===== config.mk =====
export PLATFORM = sky130hd
export DESIGN_NAME = dvp_ctrl
export DESIGN_NICKNAME = d
export VERILOG_FILES = /design/src/rtl/dvp_pkg.sv /design/src/rtl/dvp_ctrl.sv
export VERILOG_INCLUDE_DIRS = /design/src /design/src/rtl
export SDC_FILE = /design/constraint.sdc
export NUM_CORES = 1
export LEC_CHECK = 0
export CAP_MARGIN = 0
export CORE_AREA = 2 2 39 41
export DETAILED_ROUTE_END_ITERATION = 10
export DIE_AREA = 0 0 41 43
export DONT_BUFFER_PORTS = 1
export PLACE_DENSITY = 0.31
export SLEW_MARGIN = 25
export SYNTH_ARGS = -nofsm -noshare
export SYNTH_HDL_FRONTEND = slang
export SYNTH_SLANG_ARGS = --single-unit

===== constraint.sdc =====
create_clock -name aclk -period 3.2 [get_ports aclk]
set_clock_uncertainty 0.1 [all_clocks]
set_input_delay 0.64 -clock aclk [delete_from_list [all_inputs] [get_ports aclk]]
set_output_delay 0.64 -clock aclk [all_outputs]
set_load 0.005 [all_outputs]

===== src/rtl/assert_macros.svh =====
// Assertion helper macros for the RTL files (included by dvp_ctrl)
`ifndef ASSERT_MACROS_SVH
`define ASSERT_MACROS_SVH

// Implication checked on every rising clock edge outside reset
`define ASSERT_IMPL(label, clk, rstn, pre, post) \
    label: assert property (@(posedge clk) disable iff (!rstn) (pre) |-> (post)) \
        else $error("assertion failed");

// Next-cycle implication checked outside reset
`define ASSERT_NEXT(label, clk, rstn, pre, post) \
    label: assert property (@(posedge clk) disable iff (!rstn) (pre) |=> (post)) \
        else $error("assertion failed");

`endif


===== src/rtl/dvp_pkg.sv =====
// ----------------------------------------------------------------------------
// dvp_pkg
// Shared types and constants for the dose-volume penalty stream core.
// ----------------------------------------------------------------------------
package dvp_pkg;

    localparam int FRAC_BITS  = 16;
    localparam int MAX_VOXELS = 16777216;
    localparam int CNT_W      = 25;
    localparam int DIV_W      = 128;
    localparam int DIV_CNT_W  = 7;

    localparam logic [1:0] MODE_COST  = 2'd0;
    localparam logic [1:0] MODE_GRAD  = 2'd1;
    localparam logic [1:0] MODE_HESS  = 2'd2;
    localparam logic [1:0] MODE_PRICE = 2'd3;

    localparam logic [2:0] REG_MODE   = 3'd0;
    localparam logic [2:0] REG_LIMIT  = 3'd1;
    localparam logic [2:0] REG_THRESH = 3'd2;
    localparam logic [2:0] REG_WEIGHT = 3'd3;
    localparam logic [2:0] REG_SKIP   = 3'd4;
    localparam logic [2:0] REG_TOTAL  = 3'd5;

    typedef enum logic [2:0] {
        ST_IDLE,
        ST_MUL,
        ST_ACC,
        ST_PREP,
        ST_DIV,
        ST_OUT
    } state_t;

    typedef struct packed {
        logic load;
        logic mul;
        logic acc;
        logic prep;
        logic div_step;
        logic out_valid;
        logic clear;
    } cmd_t;

    typedef struct packed {
        logic counted;
        logic last;
        logic price;
        logic div_done;
    } status_t;

endpackage


===== src/rtl/dvp_ctrl.sv =====
// ----------------------------------------------------------------------------
// dvp_ctrl
// Sequencer: accepts an item, steps the datapath, hands off any result.
// ----------------------------------------------------------------------------
`include "assert_macros.svh"

module dvp_ctrl (
    input  logic              aclk,
    input  logic              aresetn,
    input  logic              s_valid,
    output logic              s_ready,
    output logic              m_valid,
    input  logic              m_ready,
    input  dvp_pkg::status_t  status,
    output dvp_pkg::cmd_t     cmd
);

    dvp_pkg::state_t state_reg, state_next;

    always_ff @(posedge aclk) begin
        if (!aresetn) begin
            state_reg <= dvp_pkg::ST_IDLE;
        end else begin
            state_reg <= state_next;
        end
    end

    always_comb begin
        state_next = state_reg;
        unique case (state_reg)
            dvp_pkg::ST_IDLE: begin
                if (s_valid) state_next = dvp_pkg::ST_MUL;
            end
            dvp_pkg::ST_MUL: begin
                state_next = dvp_pkg::ST_ACC;
            end
            dvp_pkg::ST_ACC: begin
                if ((status.counted && status.price) || (status.last && !status.price))
                    state_next = dvp_pkg::ST_PREP;
                else
                    state_next = dvp_pkg::ST_IDLE;
            end
            dvp_pkg::ST_PREP: begin
                state_next = dvp_pkg::ST_DIV;
            end
            dvp_pkg::ST_DIV: begin
                if (status.div_done) state_next = dvp_pkg::ST_OUT;
            end
            dvp_pkg::ST_OUT: begin
                if (m_ready) state_next = dvp_pkg::ST_IDLE;
            end
            default: state_next = dvp_pkg::ST_IDLE;
        endcase
    end

    always_comb begin
        cmd = '0;
        unique case (state_reg)
            dvp_pkg::ST_IDLE: cmd.load = s_valid;
            dvp_pkg::ST_MUL:  cmd.mul = 1'b1;
            dvp_pkg::ST_ACC: begin
                cmd.acc = 1'b1;
                cmd.clear = status.last && (status.price || !status.last);
            end
            dvp_pkg::ST_PREP: cmd.prep = 1'b1;
            dvp_pkg::ST_DIV:  cmd.div_step = 1'b1;
            dvp_pkg::ST_OUT: begin
                cmd.out_valid = 1'b1;
                cmd.clear = m_ready && status.last;
            end
            default: cmd = '0;
        endcase
    end

    assign s_ready = (state_reg == dvp_pkg::ST_IDLE);
    assign m_valid = cmd.out_valid;

    `ASSERT_IMPL(a_ready_excl, aclk, aresetn, s_ready, !m_valid)
    `ASSERT_NEXT(a_load_mul, aclk, aresetn, s_valid && s_ready, state_reg == dvp_pkg::ST_MUL)
    `ASSERT_NEXT(a_out_hold, aclk, aresetn, m_valid && !m_ready, m_valid)

endmodule


# == After elaboration in Yosys (flattened, before gate mapping) ==
# Index checks and enable logic that the tools add are counted.
# classes
magnitude_cmp,0
reduce_logical,10
n_mux,12
shift,0
add_sub_neg,0
bitwise_logic,0
div,0
eq_ne,8
n_mul,0
# op_table
op,count
$pmux W3 S6,1
$mux W3,3
$eq A3 B2 Y1 const B,2
$eq A3 B3 Y1 const B,2
$mux W1,6
$ne A2 B2 Y1 const B,3
$logic_and A1 B1 Y1,4
$eq A3 B1 Y1 const B,1
$logic_not A3 Y1,1
$reduce_and A3 Y1,1
$logic_not A1 Y1,2
$logic_or A1 B1 Y1,2
$mux W2,1
$pmux W1 S2,1
# totals
memories,0
ff_bits,3
out_inout_bits,9
romBits,0
wordCells,31
latch_bits,0
ramBits,0

# == Logic depth before layout (Yosys ltp) ==
# logic_depth
word_depth,5
ltp_mapped,4
ltp_nobuf,3

# == Worst setup path after synthesis ==
# No wires, ideal clock.
# synth_timing
path_kind,register to output
from,register state_reg[2]
to,output cmd[1] (netlist name)
stages_incl_launch_ff,5
n_path_buf,2
arrival_ps,914
slack_ps,1546
required_ps,2460
cell_sequence,dfxtp_1 > buf_4 > nor2b_1 > and2_1 > buf_4
# synth_via
elab_chain_cells,2
# synth_lines
item,line_no,source
from (decl),dvp_ctrl.sv:18,"dvp_pkg::state_t state_reg, state_next;"
from (signal assigned),dvp_ctrl.sv:22,state_reg <= dvp_pkg::ST_IDLE;
from (signal assigned),dvp_ctrl.sv:24,state_reg <= state_next;
$eq A3 B3 Y1,dvp_ctrl.sv:58,unique case (state_reg)
$mux W1,dvp_ctrl.sv:58,
to (decl),dvp_ctrl.sv:15,output dvp_pkg::cmd_t cmd
# Every way passes these cells.

==> results.ini <==
[route]
routed_via_density=4.33
drcViolationCount=0
drt-pass1-iter-count=3
via_count=208
drtIter0Drc=4
routedWlPerCell_um=11.7
routed_wl_um=561
final_antenna_net_count=0

[timing]
worst_pin_slew_ns=0.413
tns_ns=0
slew_headroom_pct=72.4
fin_ws_ns=1.15
rsz0062_at_grt=no
slew_viol_final=0
hold_viol=0
min_period_ns=2.05
finalCritPeriodShare_pct=64.0
timing.fmax_ghz=0.488
setup_viol=0

[synth]
netlist_top_cells_area=dfxtp_1 (24%), nor2b_1 (9.9%), mux2i_1 (7.9%), nand2b_1 (7.4%), and3b_1 (6.9%)
synth_top_area_share_pct=23.6
synth-xor-area-share_pct=0
yosys_register_bits=3
netlist_area_um2=254
synth_compound_area_share_pct=13.3
ys_warn_count=0
synth_mux_area_share_pct=7.88
synth_cells=31
synth-simple-area-share_pct=47.3
synth_fa_ha_area_share_pct=0
synth_top_cell_by_area=dfxtp_1
avgSynthCellArea_um2=8.19
seq_area_frac_synth_pct=23.6
synth_top_family_by_area=simple AND/OR/NAND/NOR gates
synth_cell_types=18
synth_nets=39

[critical_path]
crit_end=cmd[0]
start_kind=flip-flop
required_ns=2.46
path_max_fanout=9
r2r_cells=3
crit_path_start=state_reg[2]$_SDFFE_PN0P_
cp-end-kind=primary output
reg2reg_slack_ns=2.03
worstSetupPathType=flip-flop to primary output
rr_endpoint=state_reg[1]$_SDFFE_PN0P_
reg2reg_from=state_reg[0]$_SDFFE_PN0P_
arrival_ns=1.31

[clock_tree]
cts_tree=yes
clock-root-buffer=clkbuf_4
clock_sinks=3
post_cts_buffers=0
clock_latency_ns=0.23
cts_max_level=1
clockBufferDepth=2
cts_hold_buf=0
path_clk_slew_ns=0.04
cts-resized-gates=0
cts-buffers-inserted=3

[place]
gp_congestion=0.586
dp_hpwl_um=435
dp_worst_setup_slack_ns=1.37
port_buffers=0

[floorplanning]
core_um2=1380
die_area_um2=1760
rows=14
die_w_um=41
initial_core_util_pct=18.4
fp.dieH_um=43
ioPinCount=17

[hold_path]
min_path_cells=1
hold_path_class=primary input to flip-flop

[cells_and_area]
area_growth_pct=10.3
fin_nets=41
n_antenna_cell=0
multi_input_area_um2=174
largest_register_ffs=3
regArea_um2=60.1
drive_above_1_share_pct=15.6
fillers=165

[grt]
grt_antenna_before_repair=0
grt_pass1_wl_um=814
grt_max_degree=14
grt_overflow_total=0
grt_pass1_vias=199
grt.total_usage_pct=7.02

[run]
max-cap-violations=0

[power]
p_per_area_nw_per_um2=526
peakVddDrop_uv=201
p_leak_nw=0.111

[status]
status=finished, final reports clean

cell families after synthesis:
family	Yosys count
buffers and inverters	3
multiplexers	2
AO/OA/AOI/OAI	5
flip-flops	3
AND/OR/NAND/NOR	18
stage by stage:
step / util (%) / total power [mW] / hold WS (ns) / area (um2) / instances
floorplan: - / 0.0785 / 0.499 / 254 / 31
global placement: 18.4 / 0.0824 / 0.563 / 254 / 44
detailed placement: 18.4 / 0.0829 / 0.561 / 254 / 44
CTS: 20.3 / 0.154 / 0.446 / 280 / 48
global route: 20.3 / 0.160 / 0.451 / 280 / 48
finish: 20.3 / 0.147 / 0.449 / 280 / 48
report_power, final:
part / total, mW / switching (mW) / internal, mW
Sequential: 0.0533 / 0.0115 / 0.0418
Combinational: 0.0280 / 0.0126 / 0.0155
Clock: 0.0661 / 0.0194 / 0.0467
synthesized netlist by cell type:
library cell and n:
nor2b_1 4, a21oi_1 2, nand2b_1 3, and3b_1 2, nor3b_2 1, buf_4 2, a32oi_1 1, mux2i_1 2
nor3_2 1, nor3_1 1, nand2_1 2, o211a_1 1, nor2_1 1, and2_1 2, dfxtp_1 3, o21ai_1 1
nor3b_1 1, buf_2 1
area by class of cell:
| class | instances | share of cell area, % |
|---|---|---|
| tap | 16 | 7.14 |
| clock buffer | 4 | 9.37 |
| multi-input combinational | 25 | 62.1 |
| sequential | 3 | 21.4 |
how the worst min path moves through the flow:
stage,startpoint,end,slack (ns)
floorplan,state_reg[0]$_SDFFE_PN0P_,state_reg[1]$_SDFFE_PN0P_,0.50
global placement,state_reg[2]$_SDFFE_PN0P_,state_reg[1]$_SDFFE_PN0P_,0.56
detailed placement,state_reg[2]$_SDFFE_PN0P_,state_reg[1]$_SDFFE_PN0P_,0.56
CTS,aresetn,state_reg[2]$_SDFFE_PN0P_,0.45
global route,aresetn,state_reg[0]$_SDFFE_PN0P_,0.45
finish,aresetn,state_reg[2]$_SDFFE_PN0P_,0.45
critical path, stage by stage (launching register included):
cell and delay (ns):
dfxtp_1 0.50, nor2b_1 0.28, a32oi_1 0.13, nor2b_1 0.17
placed cells by master (no fill, tap or decap), drive strengths merged:
cell	instances
o211a	1
nand2b	3
nand2	2
o21ai	1
nor3b	2
nor2	1
and3b	2
clkbuf	4
a32oi	1
nor3	2
nor2b	4
dfxtp	3
mux2i	2
a21oi	2
and2	2
per-layer routing:
metal,vias up,wire (um),GRT usage [%]
li1,108,-,-
met1,92,248,8.33
met2,8,277,10.0
met3,0,34,1.57
met4,0,0,6.00
met5,-,0,0
Power figures use the tool's default switching activity.
